## config.mk

```make
export PLATFORM = sky130hd
export DESIGN_NAME = tiny_four_register_cpu_step
export DESIGN_NICKNAME = d
export VERILOG_FILES = /design/src/rtl/tfrc_pkg.sv /design/src/rtl/tfrc_front.sv /design/src/rtl/tfrc_back.sv /design/src/rtl/tiny_four_register_cpu_step.sv
export SDC_FILE = /design/constraint.sdc
export NUM_CORES = 2
export LEC_CHECK = 0
export ABC_AREA = 1
export BUFFER_PORTS_ARGS = -buffer_cell sky130_fd_sc_hd__buf_2
export CAP_MARGIN = 10
export CORE_ASPECT_RATIO = 1.2
export CORE_MARGIN = 4
export CORE_UTILIZATION = 60
export DETAILED_ROUTE_END_ITERATION = 8
export PLACE_DENSITY = 0.73
export SETUP_SLACK_MARGIN = 0.02
export SLEW_MARGIN = 20
export SYNTH_ARGS = -nofsm -noshare
export SYNTH_HDL_FRONTEND = slang
export SYNTH_HIERARCHICAL = 1
export SYNTH_SLANG_ARGS = --single-unit
```

## constraint.sdc

```tcl
create_clock -name clk_i -period 18.06 [get_ports clk_i]
set_clock_uncertainty 0.1 [all_clocks]
set_input_delay 5.418 -clock clk_i [delete_from_list [all_inputs] [get_ports clk_i]]
set_output_delay 5.418 -clock clk_i [all_outputs]
set_load 0.01 [all_outputs]
```

## src/rtl/tfrc_pkg.sv

```systemverilog
// shared types, opcode and stop cause codes for the four-register cpu step block
// no dependencies
package tfrc_pkg;

  localparam int DataDepth = 256;
  localparam int AddrW     = $clog2(DataDepth);
  localparam int NumRegs   = 4;

  localparam logic [8:0] ProgLenReset = 9'd256;

  localparam logic [3:0] OpJump  = 4'd0;
  localparam logic [3:0] OpHalt  = 4'd1;
  localparam logic [3:0] OpMovi  = 4'd2;
  localparam logic [3:0] OpNop   = 4'd3;
  localparam logic [3:0] OpMov   = 4'd4;
  localparam logic [3:0] OpAdd   = 4'd5;
  localparam logic [3:0] OpJc    = 4'd6;
  localparam logic [3:0] OpJz    = 4'd7;
  localparam logic [3:0] OpLoad  = 4'd8;
  localparam logic [3:0] OpStore = 4'd9;
  localparam logic [3:0] OpPush  = 4'd10;
  localparam logic [3:0] OpPop   = 4'd11;
  localparam logic [3:0] OpCall  = 4'd12;
  localparam logic [3:0] OpRet   = 4'd13;
  localparam logic [3:0] OpLimit = 4'd14;

  localparam logic [2:0] CauseNone      = 3'd0;
  localparam logic [2:0] CauseHalt      = 3'd1;
  localparam logic [2:0] CauseInvalid   = 3'd2;
  localparam logic [2:0] CauseEnd       = 3'd3;
  localparam logic [2:0] CauseOverflow  = 3'd4;
  localparam logic [2:0] CauseUnderflow = 3'd5;

  typedef struct packed {
    logic [7:0] instr_byte;
    logic [7:0] next_byte;
  } in_item_t;

  typedef struct packed {
    logic [8:0] next_pc;
    logic       running;
    logic [2:0] stop_cause;
    logic [7:0] bus_value;
    logic       zero_out;
    logic       carry_out;
    logic [7:0] stack_ptr_out;
    logic [7:0] reg0_out;
    logic [7:0] reg1_out;
    logic [7:0] reg2_out;
    logic [7:0] reg3_out;
  } out_item_t;

  typedef struct packed {
    logic [3:0] op;
    logic [1:0] dst;
    logic [1:0] src;
    logic [7:0] imm;
    logic       two_byte;
    logic       invalid;
  } dec_t;

  function automatic logic op_two_byte(logic [3:0] op);
    logic two;
    unique case (op)
      OpJump, OpMovi, OpJc, OpJz, OpLoad, OpStore, OpCall: two = 1'b1;
      default: two = 1'b0;
    endcase
    return two;
  endfunction

endpackage

```

## src/rtl/tfrc_front.sv

```systemverilog
// front end: accepts input items, decodes them and holds them in a two-entry queue
// depends on tfrc_pkg
module tfrc_front (
  input  logic              clk_i,
  input  logic              rst_ni,
  input  logic              in_valid_i,
  output logic              in_stall_o,
  input  tfrc_pkg::in_item_t in_item_i,
  output logic              q_valid_o,
  input  logic              q_pop_i,
  output tfrc_pkg::dec_t    q_item_o
);

  tfrc_pkg::dec_t entry_q [2];
  logic           wr_ptr_q, wr_ptr_d;
  logic           rd_ptr_q, rd_ptr_d;
  logic [1:0]     count_q, count_d;
  logic           push;
  logic           pop;
  tfrc_pkg::dec_t dec;

  always_comb begin
    dec.op       = in_item_i.instr_byte[7:4];
    dec.dst      = in_item_i.instr_byte[3:2];
    dec.src      = in_item_i.instr_byte[1:0];
    dec.imm      = in_item_i.next_byte;
    dec.two_byte = tfrc_pkg::op_two_byte(in_item_i.instr_byte[7:4]);
    dec.invalid  = (in_item_i.instr_byte[7:4] >= tfrc_pkg::OpLimit);
  end

  assign in_stall_o = (count_q == 2'd2);
  assign push       = in_valid_i && !in_stall_o;
  assign pop        = q_pop_i && (count_q != 2'd0);
  assign q_valid_o  = (count_q != 2'd0);
  assign q_item_o   = entry_q[rd_ptr_q];

  always_comb begin
    wr_ptr_d = push ? !wr_ptr_q : wr_ptr_q;
    rd_ptr_d = pop ? !rd_ptr_q : rd_ptr_q;
    count_d  = count_q;
    if (push && !pop) begin
      count_d = count_q + 2'd1;
    end else if (pop && !push) begin
      count_d = count_q - 2'd1;
    end
  end

  always_ff @(posedge clk_i or negedge rst_ni) begin
    if (!rst_ni) begin
      wr_ptr_q <= 1'b0;
      rd_ptr_q <= 1'b0;
      count_q  <= 2'd0;
    end else begin
      wr_ptr_q <= wr_ptr_d;
      rd_ptr_q <= rd_ptr_d;
      count_q  <= count_d;
    end
  end

  always_ff @(posedge clk_i) begin
    if (push) begin
      entry_q[wr_ptr_q] <= dec;
    end
  end

endmodule

```

## src/rtl/tfrc_back.sv

```systemverilog
// back end: data memory read, execute and writeback of one decoded item, output register
// depends on tfrc_pkg
module tfrc_back (
  input  logic                clk_i,
  input  logic                rst_ni,
  input  logic [8:0]          prog_len_i,
  input  logic                q_valid_i,
  output logic                q_pop_o,
  input  tfrc_pkg::dec_t      q_item_i,
  output logic                out_valid_o,
  input  logic                out_stall_i,
  output tfrc_pkg::out_item_t out_item_o
);

  typedef enum logic {
    S_READ,
    S_EXEC
  } phase_e;

  localparam int AW = tfrc_pkg::AddrW;

  phase_e              phase_q;
  tfrc_pkg::dec_t      cur_q;
  logic [8:0]          pc_q, pc_d;
  logic [7:0]          gp_q [tfrc_pkg::NumRegs];
  logic [7:0]          gp_d [tfrc_pkg::NumRegs];
  logic [7:0]          sp_q, sp_d;
  logic                z_q, z_d;
  logic                c_q, c_d;
  logic [7:0]          bus_q, bus_d;
  logic                run_q, run_d;
  logic [2:0]          cause_q, cause_d;
  logic                out_valid_q;
  tfrc_pkg::out_item_t out_q, out_d;

  logic [7:0]          mem [tfrc_pkg::DataDepth];
  logic [tfrc_pkg::DataDepth-1:0] mvalid_q;
  logic [7:0]          rd_data_q;
  logic                rd_valid_q;
  logic [AW-1:0]       rd_addr;
  logic [7:0]          rd_val;
  logic                mem_we;
  logic [AW-1:0]       wr_addr;
  logic [7:0]          wr_data;

  logic                take;
  logic                commit;
  logic                jumped;
  logic                stop;
  logic [8:0]          sum;
  logic [9:0]          pc_plus1;
  logic [7:0]          sp_inc;

  assign take     = (phase_q == S_READ) && q_valid_i;
  assign q_pop_o  = take;
  assign commit   = (phase_q == S_EXEC) && (!out_valid_q || !out_stall_i);
  assign sp_inc   = sp_q + 8'd1;
  assign rd_addr  = (q_item_i.op == tfrc_pkg::OpLoad) ? q_item_i.imm[AW-1:0] : sp_inc[AW-1:0];
  assign rd_val   = rd_valid_q ? rd_data_q : 8'd0;
  assign pc_plus1 = {1'b0, pc_q} + 10'd1;
  assign sum      = {1'b0, gp_q[cur_q.dst]} + {1'b0, gp_q[cur_q.src]};

  always_comb begin
    pc_d    = pc_q;
    gp_d    = gp_q;
    sp_d    = sp_q;
    z_d     = z_q;
    c_d     = c_q;
    bus_d   = bus_q;
    run_d   = run_q;
    cause_d = cause_q;
    mem_we  = 1'b0;
    wr_addr = cur_q.imm[AW-1:0];
    wr_data = gp_q[cur_q.src];
    jumped  = 1'b0;
    stop    = 1'b0;
    if (run_q) begin
      priority if (pc_q >= prog_len_i) begin
        stop    = 1'b1;
        cause_d = tfrc_pkg::CauseEnd;
      end else if (cur_q.invalid) begin
        stop    = 1'b1;
        cause_d = tfrc_pkg::CauseInvalid;
      end else if (cur_q.two_byte && (pc_plus1 >= {1'b0, prog_len_i})) begin
        stop    = 1'b1;
        cause_d = tfrc_pkg::CauseEnd;
      end else begin
        unique case (cur_q.op)
          tfrc_pkg::OpHalt: begin
            stop    = 1'b1;
            cause_d = tfrc_pkg::CauseHalt;
          end
          tfrc_pkg::OpJump: begin
            pc_d   = {1'b0, cur_q.imm};
            jumped = 1'b1;
          end
          tfrc_pkg::OpMovi: begin
            bus_d            = cur_q.imm;
            gp_d[cur_q.dst]  = cur_q.imm;
          end
          tfrc_pkg::OpMov: begin
            bus_d            = gp_q[cur_q.src];
            gp_d[cur_q.dst]  = gp_q[cur_q.src];
          end
          tfrc_pkg::OpAdd: begin
            bus_d            = sum[7:0];
            gp_d[cur_q.dst]  = sum[7:0];
            z_d              = (sum[7:0] == 8'd0);
            c_d              = sum[8];
          end
          tfrc_pkg::OpJc: begin
            if (c_q) begin
              pc_d   = {1'b0, cur_q.imm};
              jumped = 1'b1;
            end
          end
          tfrc_pkg::OpJz: begin
            if (z_q) begin
              pc_d   = {1'b0, cur_q.imm};
              jumped = 1'b1;
            end
          end
          tfrc_pkg::OpLoad: begin
            bus_d            = rd_val;
            gp_d[cur_q.dst]  = rd_val;
          end
          tfrc_pkg::OpStore: begin
            bus_d  = gp_q[cur_q.src];
            mem_we = 1'b1;
          end
          tfrc_pkg::OpPush: begin
            if (sp_q == 8'd0) begin
              stop    = 1'b1;
              cause_d = tfrc_pkg::CauseOverflow;
            end else begin
              bus_d   = gp_q[cur_q.src];
              mem_we  = 1'b1;
              wr_addr = sp_q[AW-1:0];
              sp_d    = sp_q - 8'd1;
            end
          end
          tfrc_pkg::OpPop: begin
            if (sp_q == 8'd255) begin
              stop    = 1'b1;
              cause_d = tfrc_pkg::CauseUnderflow;
            end else begin
              sp_d             = sp_inc;
              bus_d            = rd_val;
              gp_d[cur_q.dst]  = rd_val;
            end
          end
          tfrc_pkg::OpCall: begin
            bus_d   = pc_q[7:0] + 8'd2;
            mem_we  = 1'b1;
            wr_addr = sp_q[AW-1:0];
            wr_data = pc_q[7:0] + 8'd2;
            sp_d    = sp_q - 8'd1;
            pc_d    = {1'b0, cur_q.imm};
            jumped  = 1'b1;
          end
          tfrc_pkg::OpRet: begin
            sp_d   = sp_inc;
            bus_d  = rd_val;
            pc_d   = {1'b0, rd_val};
            jumped = 1'b1;
          end
          default: begin
          end
        endcase
      end
      if (stop) begin
        run_d = 1'b0;
      end else if (!jumped) begin
        pc_d = pc_q + (cur_q.two_byte ? 9'd2 : 9'd1);
      end
    end
  end

  always_comb begin
    out_d.next_pc       = pc_d;
    out_d.running       = run_d;
    out_d.stop_cause    = cause_d;
    out_d.bus_value     = bus_d;
    out_d.zero_out      = z_d;
    out_d.carry_out     = c_d;
    out_d.stack_ptr_out = sp_d;
    out_d.reg0_out      = gp_d[0];
    out_d.reg1_out      = gp_d[1];
    out_d.reg2_out      = gp_d[2];
    out_d.reg3_out      = gp_d[3];
  end

  always_ff @(posedge clk_i or negedge rst_ni) begin
    if (!rst_ni) begin
      phase_q     <= S_READ;
      pc_q        <= 9'd0;
      for (int i = 0; i < tfrc_pkg::NumRegs; i++) begin
        gp_q[i] <= 8'd0;
      end
      sp_q        <= 8'd255;
      z_q         <= 1'b0;
      c_q         <= 1'b0;
      bus_q       <= 8'd0;
      run_q       <= 1'b1;
      cause_q     <= tfrc_pkg::CauseNone;
      out_valid_q <= 1'b0;
      out_q       <= '0;
    end else begin
      if (take) begin
        phase_q <= S_EXEC;
      end else if (commit) begin
        phase_q <= S_READ;
      end
      if (commit) begin
        pc_q        <= pc_d;
        gp_q        <= gp_d;
        sp_q        <= sp_d;
        z_q         <= z_d;
        c_q         <= c_d;
        bus_q       <= bus_d;
        run_q       <= run_d;
        cause_q     <= cause_d;
        out_valid_q <= 1'b1;
        out_q       <= out_d;
      end else if (!out_stall_i) begin
        out_valid_q <= 1'b0;
      end
    end
  end

  always_ff @(posedge clk_i) begin
    if (take) begin
      cur_q <= q_item_i;
    end
  end

  // data memory, entries not yet written read as zero
  always_ff @(posedge clk_i) begin
    if (commit && mem_we) begin
      mem[wr_addr] <= wr_data;
    end
    if (take) begin
      rd_data_q <= mem[rd_addr];
    end
  end

  always_ff @(posedge clk_i or negedge rst_ni) begin
    if (!rst_ni) begin
      mvalid_q   <= '0;
      rd_valid_q <= 1'b0;
    end else begin
      if (commit && mem_we) begin
        mvalid_q[wr_addr] <= 1'b1;
      end
      if (take) begin
        rd_valid_q <= mvalid_q[rd_addr];
      end
    end
  end

  assign out_valid_o = out_valid_q;
  assign out_item_o  = out_q;

endmodule

```

## src/rtl/tiny_four_register_cpu_step.sv

```systemverilog
// top level of the four-register cpu step block: program length register and the two halves
// depends on tfrc_pkg, tfrc_front, tfrc_back
//
// Each item is one instruction: the program byte at the current pc and the byte after it.
// One result comes back per item with the new pc, run state, stop cause, bus, flags, stack
// pointer and all four registers. The execute unit reads the synchronous data memory
// (S_READ), then executes and writes back (S_EXEC); it takes no new item until the current
// one commits, and a stalled output holds it in S_EXEC. An accepted item passes through the
// queue, S_READ and S_EXEC to the output register. A two-entry queue ahead of the execute
// unit keeps input accepted while a result waits on the output. After reset the data memory
// reads as zero at once through per-entry valid bits; there is no clearing pass.
// program_length is written through the configuration channel, which is always ready.
module tiny_four_register_cpu_step (
  input  logic                clk_i,
  input  logic                rst_ni,
  input  logic                in_valid_i,
  output logic                in_stall_o,
  input  tfrc_pkg::in_item_t  in_item_i,
  output logic                out_valid_o,
  input  logic                out_stall_i,
  output tfrc_pkg::out_item_t out_item_o,
  input  logic                cfg_valid_i,
  output logic                cfg_ready_o,
  input  logic [8:0]          cfg_data_i
);

  logic [8:0]     prog_len_q;
  logic           q_valid;
  logic           q_pop;
  tfrc_pkg::dec_t q_item;

  assign cfg_ready_o = 1'b1;

  always_ff @(posedge clk_i or negedge rst_ni) begin
    if (!rst_ni) begin
      prog_len_q <= tfrc_pkg::ProgLenReset;
    end else if (cfg_valid_i && cfg_ready_o) begin
      prog_len_q <= cfg_data_i;
    end
  end

  tfrc_front u_front (
    .clk_i      (clk_i),
    .rst_ni     (rst_ni),
    .in_valid_i (in_valid_i),
    .in_stall_o (in_stall_o),
    .in_item_i  (in_item_i),
    .q_valid_o  (q_valid),
    .q_pop_i    (q_pop),
    .q_item_o   (q_item)
  );

  tfrc_back u_back (
    .clk_i       (clk_i),
    .rst_ni      (rst_ni),
    .prog_len_i  (prog_len_q),
    .q_valid_i   (q_valid),
    .q_pop_o     (q_pop),
    .q_item_i    (q_item),
    .out_valid_o (out_valid_o),
    .out_stall_i (out_stall_i),
    .out_item_o  (out_item_o)
  );

endmodule

```

==> summary.txt <==
Logic synthesis
  – Yosys warning count: 6
  – Syn Nets: 9646
  – Number of flops mapped to enable cells by yosys: 2110
  – Syn_area_per_cell: 10.9 µm²
  – Number of library cell types mapped by synthesis: 58
  – #FFs+latches synth: 2454
  – Cell Area, Synth: 105000 µm²
  – Yosys top cell by area: edfxtp_1
  – Ys flop type: edfxtp_1
  – Post-synth ARST share: 0.140
  – Synth area leaders: edfxtp_1 61%, nand2_1 8.8%, dfrtp_1 8.0%
  – Cell count after synthesis: 9581
  – Register area share after synthesis: 0.688
  – Synth top area share: 0.606

Clocking
  – Clk sinks: 2454
  – CTS root buf: clkbuf_16
  – Gates resized, CTS repair: 0
  – Clock tree from TritonCTS: yes
  – Clk Latency, worst-skew pair: 0.89 ns
  – H-tree depth: 4
  – CTS Hold Bufs: 0
  – Clk buf depth: 3
  – Total CTS buffers: 223
  – Setup Buffers After CTS: 0
  – Clk slew on worst S/H paths: 0.06 ns

Floorplan
  – Core Rows: 167
  – # IOs: 96
  – Starting density of the core: 0.604
  – Die width: 389 µm
  – Die Area: 181000 µm²
  – CORE AREA: 173000 µm²
  – Die height: 465 µm

Critical path
  – CP Cell Sequence: buf_2 -> nand2_1 -> nand2_1 -> nor2_2 -> inv_1 -> nor2_1 -> nand2_1 -> nor2_1 -> nand3_2 -> nor2_2 -> nand2_2 -> buf_4 -> nor2_1
  – Top delay family on crit path: simple AND/OR/NAND/NOR gates
  – Levels on crit path: 13
  – Setup CP Type: input port to register
  – CP Launch Type: input port
  – Crit path max-delay cell type: nor2_1
  – Crit. End Element: register
  – Reg2Reg Depth: 20
  – Critical path fanouts, max: 23
  – Critical Path AT: 9.74 ns
  – CP peak stage delay: 0.59 ns
  – Critical Path RT: 18.46 ns
  – Buf+Inv Stages, Crit Path: 3

Timing
  – Setup TNS: 0 ns
  – Slew margin rel.: 0.258
  – Fmax: 0.107 GHz
  – Fin. Hold Viols: 0
  – Final worst setup slack: 8.72 ns
  – Tcrit/Tclk final: 0.517
  – Actual slew at the worst max-slew pin: 1.11 ns
  – Max Slew Vio Count: 0
  – Final Critical Period: 9.34 ns
  – RSZ-0062 raised after global routing: no
  – # setup viols final: 0
  – Hold_ws: 0.360 ns

Drt
  – ANT nets after route: 0
  – DR WL/cell: 25.4 µm
  – Drt first-iter violations: 9974
  – Vias/cell: 6.25
  – Detailed Routing Iterations Pass 1: 7
  – DRC: 0
  – DR vias: 74297
  – Final WL: 302000 µm

Min path
  – Worst hold stages: 2
  – Hold Path Class: register to register

Place
  – Place WS: 7.97 ns
  – DP HPWL: 177000 µm
  – Port Buffers: 94
  – Final GP Congestion: 0.951

GRT
  – Vias in the first global route: 71759
  – Largest net degree at the start of global routing: 178
  – Grt ovf: 0
  – Global-route wire length before repair: 447000 µm
  – GR Util All Layers: 0.329
  – Initial antenna violation count: 7

Power and ir drop
  – PwrDens: 186 nW/µm²
  – VDD IR max: 0.000231 V
  – Pleak: 43.8 nW

Finish
  – Layout cells sized above 1: 0.0720
  – Nets: 9476
  – Area grow syn2layout: 9.14%
  – Fillers: 12683

Flow run
  – Max cap viols: 0

Run status
  – Status: complete, no violations
-- layout by cell type (no fill, tap or decap), types with 12 or more instances in the layout --
cell type	n
xor2_1	26
nor2_2	24
clkinv_1	35
clkinv_2	45
nor2_1	424
inv_1	566
nor4_1	14
buf_12	12
a21oi_1	76
buf_2	93
clkbuf_8	26
buf_4	95
ha_1	33
nand2_1	2440
nand2_2	20
o21ai_0	815
bufinv_16	23
edfxtp_1	2110
o211ai_1	56
nand3_1	1527
clkbuf_16	227
inv_2	27
clkinvlp_4	17
dfrtp_1	334
o21bai_1	243
o221ai_1	20
o22ai_1	104
clkbuf_1	36
-- final cells by class --
| class | instances | area, µm² | area share |
|---|---|---|---|
| well taps | 2281 | 2850 | 0.0250 |
| multi-input cells | 5927 | 28000 | 0.245 |
| clock buffers | 289 | 6170 | 0.0541 |
| repair buffers | 201 | 1430 | 0.0126 |
| clock inverters | 132 | 1400 | 0.0123 |
| inverters | 604 | 2290 | 0.0200 |
| flip-flops and latches | 2454 | 72000 | 0.631 |
| diodes | 5 | 12.5 | 0.000110 |
-- Yosys cell counts (20+ instances only) --
| master | count |
|---|---|
| a21oi_1 | 76 |
| buf_1 | 80 |
| buf_2 | 149 |
| clkbuf_1 | 347 |
| dfrtp_1 | 334 |
| edfxtp_1 | 2110 |
| ha_1 | 33 |
| inv_1 | 566 |
| inv_2 | 30 |
| nand2_1 | 2446 |
| nand3_1 | 1527 |
| nor2_1 | 425 |
| nor2_2 | 24 |
| o211ai_1 | 56 |
| o21ai_0 | 820 |
| o21bai_1 | 243 |
| o221ai_1 | 20 |
| o22ai_1 | 104 |
| xor2_1 | 26 |
-- metal layers --
layer  track usage  routed length [µm]
met5             0                  13
met4         0.177               18300
met3        0.0633               32000
met2         0.528              143000
met1         0.430              109000
-- sequential cells by signal, indices dropped and copies added, names as in the netlist, 2 cells and up, named ones only --
register	count
u_front/count_q	2
prog_len_q	9
u_back/mem	2048
u_back/rd_data_q	8
u_front/entry_q	36
u_back/cur_q	18
u_back/out_item_o	31
u_back/sp_q	8
u_back/mvalid_q	256
-- cells by family (layout without fill, tap and decap cells) --
kind of cell               Yosys count  in the layout  share of synthesized area
adders and majority gates           35             35                    0.00433
other                                1              6                  0.0000359
AOI/OAI and AO/OA                 1364           1364                     0.0759
and+or+nand+nor                   4495           4495                      0.183
DFF                               2454           2454                      0.688
muxes                                2              2                   0.000215
xor gates and xnor gates            30             30                    0.00251
buffers and inverters             1200           1226                     0.0458
-- per-stage QoR --
| stage | util | power, mW | instances | instance area [µm²] |
|---|---|---|---|---|
| 2_1_floorplan | - | 13.2 | 9581 | 105000 |
| 3_3_place_gp | 0.616 | 16.1 | 11467 | 107000 |
| 3_5_place_dp | 0.616 | 16.2 | 11467 | 107000 |
| 4_1_cts | 0.660 | 21.0 | 11888 | 114000 |
| 5_1_grt | 0.660 | 21.9 | 11889 | 114000 |
| 6_report | 0.660 | 21.2 | 11893 | 114000 |
-- worst min-delay path: stages (launching register included) --
cell and delay [ns]:
dfrtp_1 0.32, inv_1 0.05, nand2_1 0.06
-- path summary, 6_finish.rpt --
path / from / to / slack, ns
worst max register to register: u_front/rd_ptr_q / u_back/rd_data_q[3] / 10.10
worst min-delay path: u_back/mvalid_q[136] / u_back/mvalid_q[136] / 0.36
worst max-delay path: out_stall_i / u_back/mem[140][7] / 8.72
worst min register to register: u_back/mvalid_q[136] / u_back/mvalid_q[136] / 0.36
max in group asynchronous: rst_ni / u_back/mvalid_q[22] / 10.33
min in group asynchronous: rst_ni / prog_len_q[2] / 4.44
-- where the power goes --
group,total (mW),internal [mW],switching [mW]
sequential,7.75,7.60,0.155
combinational,8.61,1.84,6.77
clock,4.83,2.75,2.09
total,21.2,12.2,9.02
(Power assumes the default switching activity.)
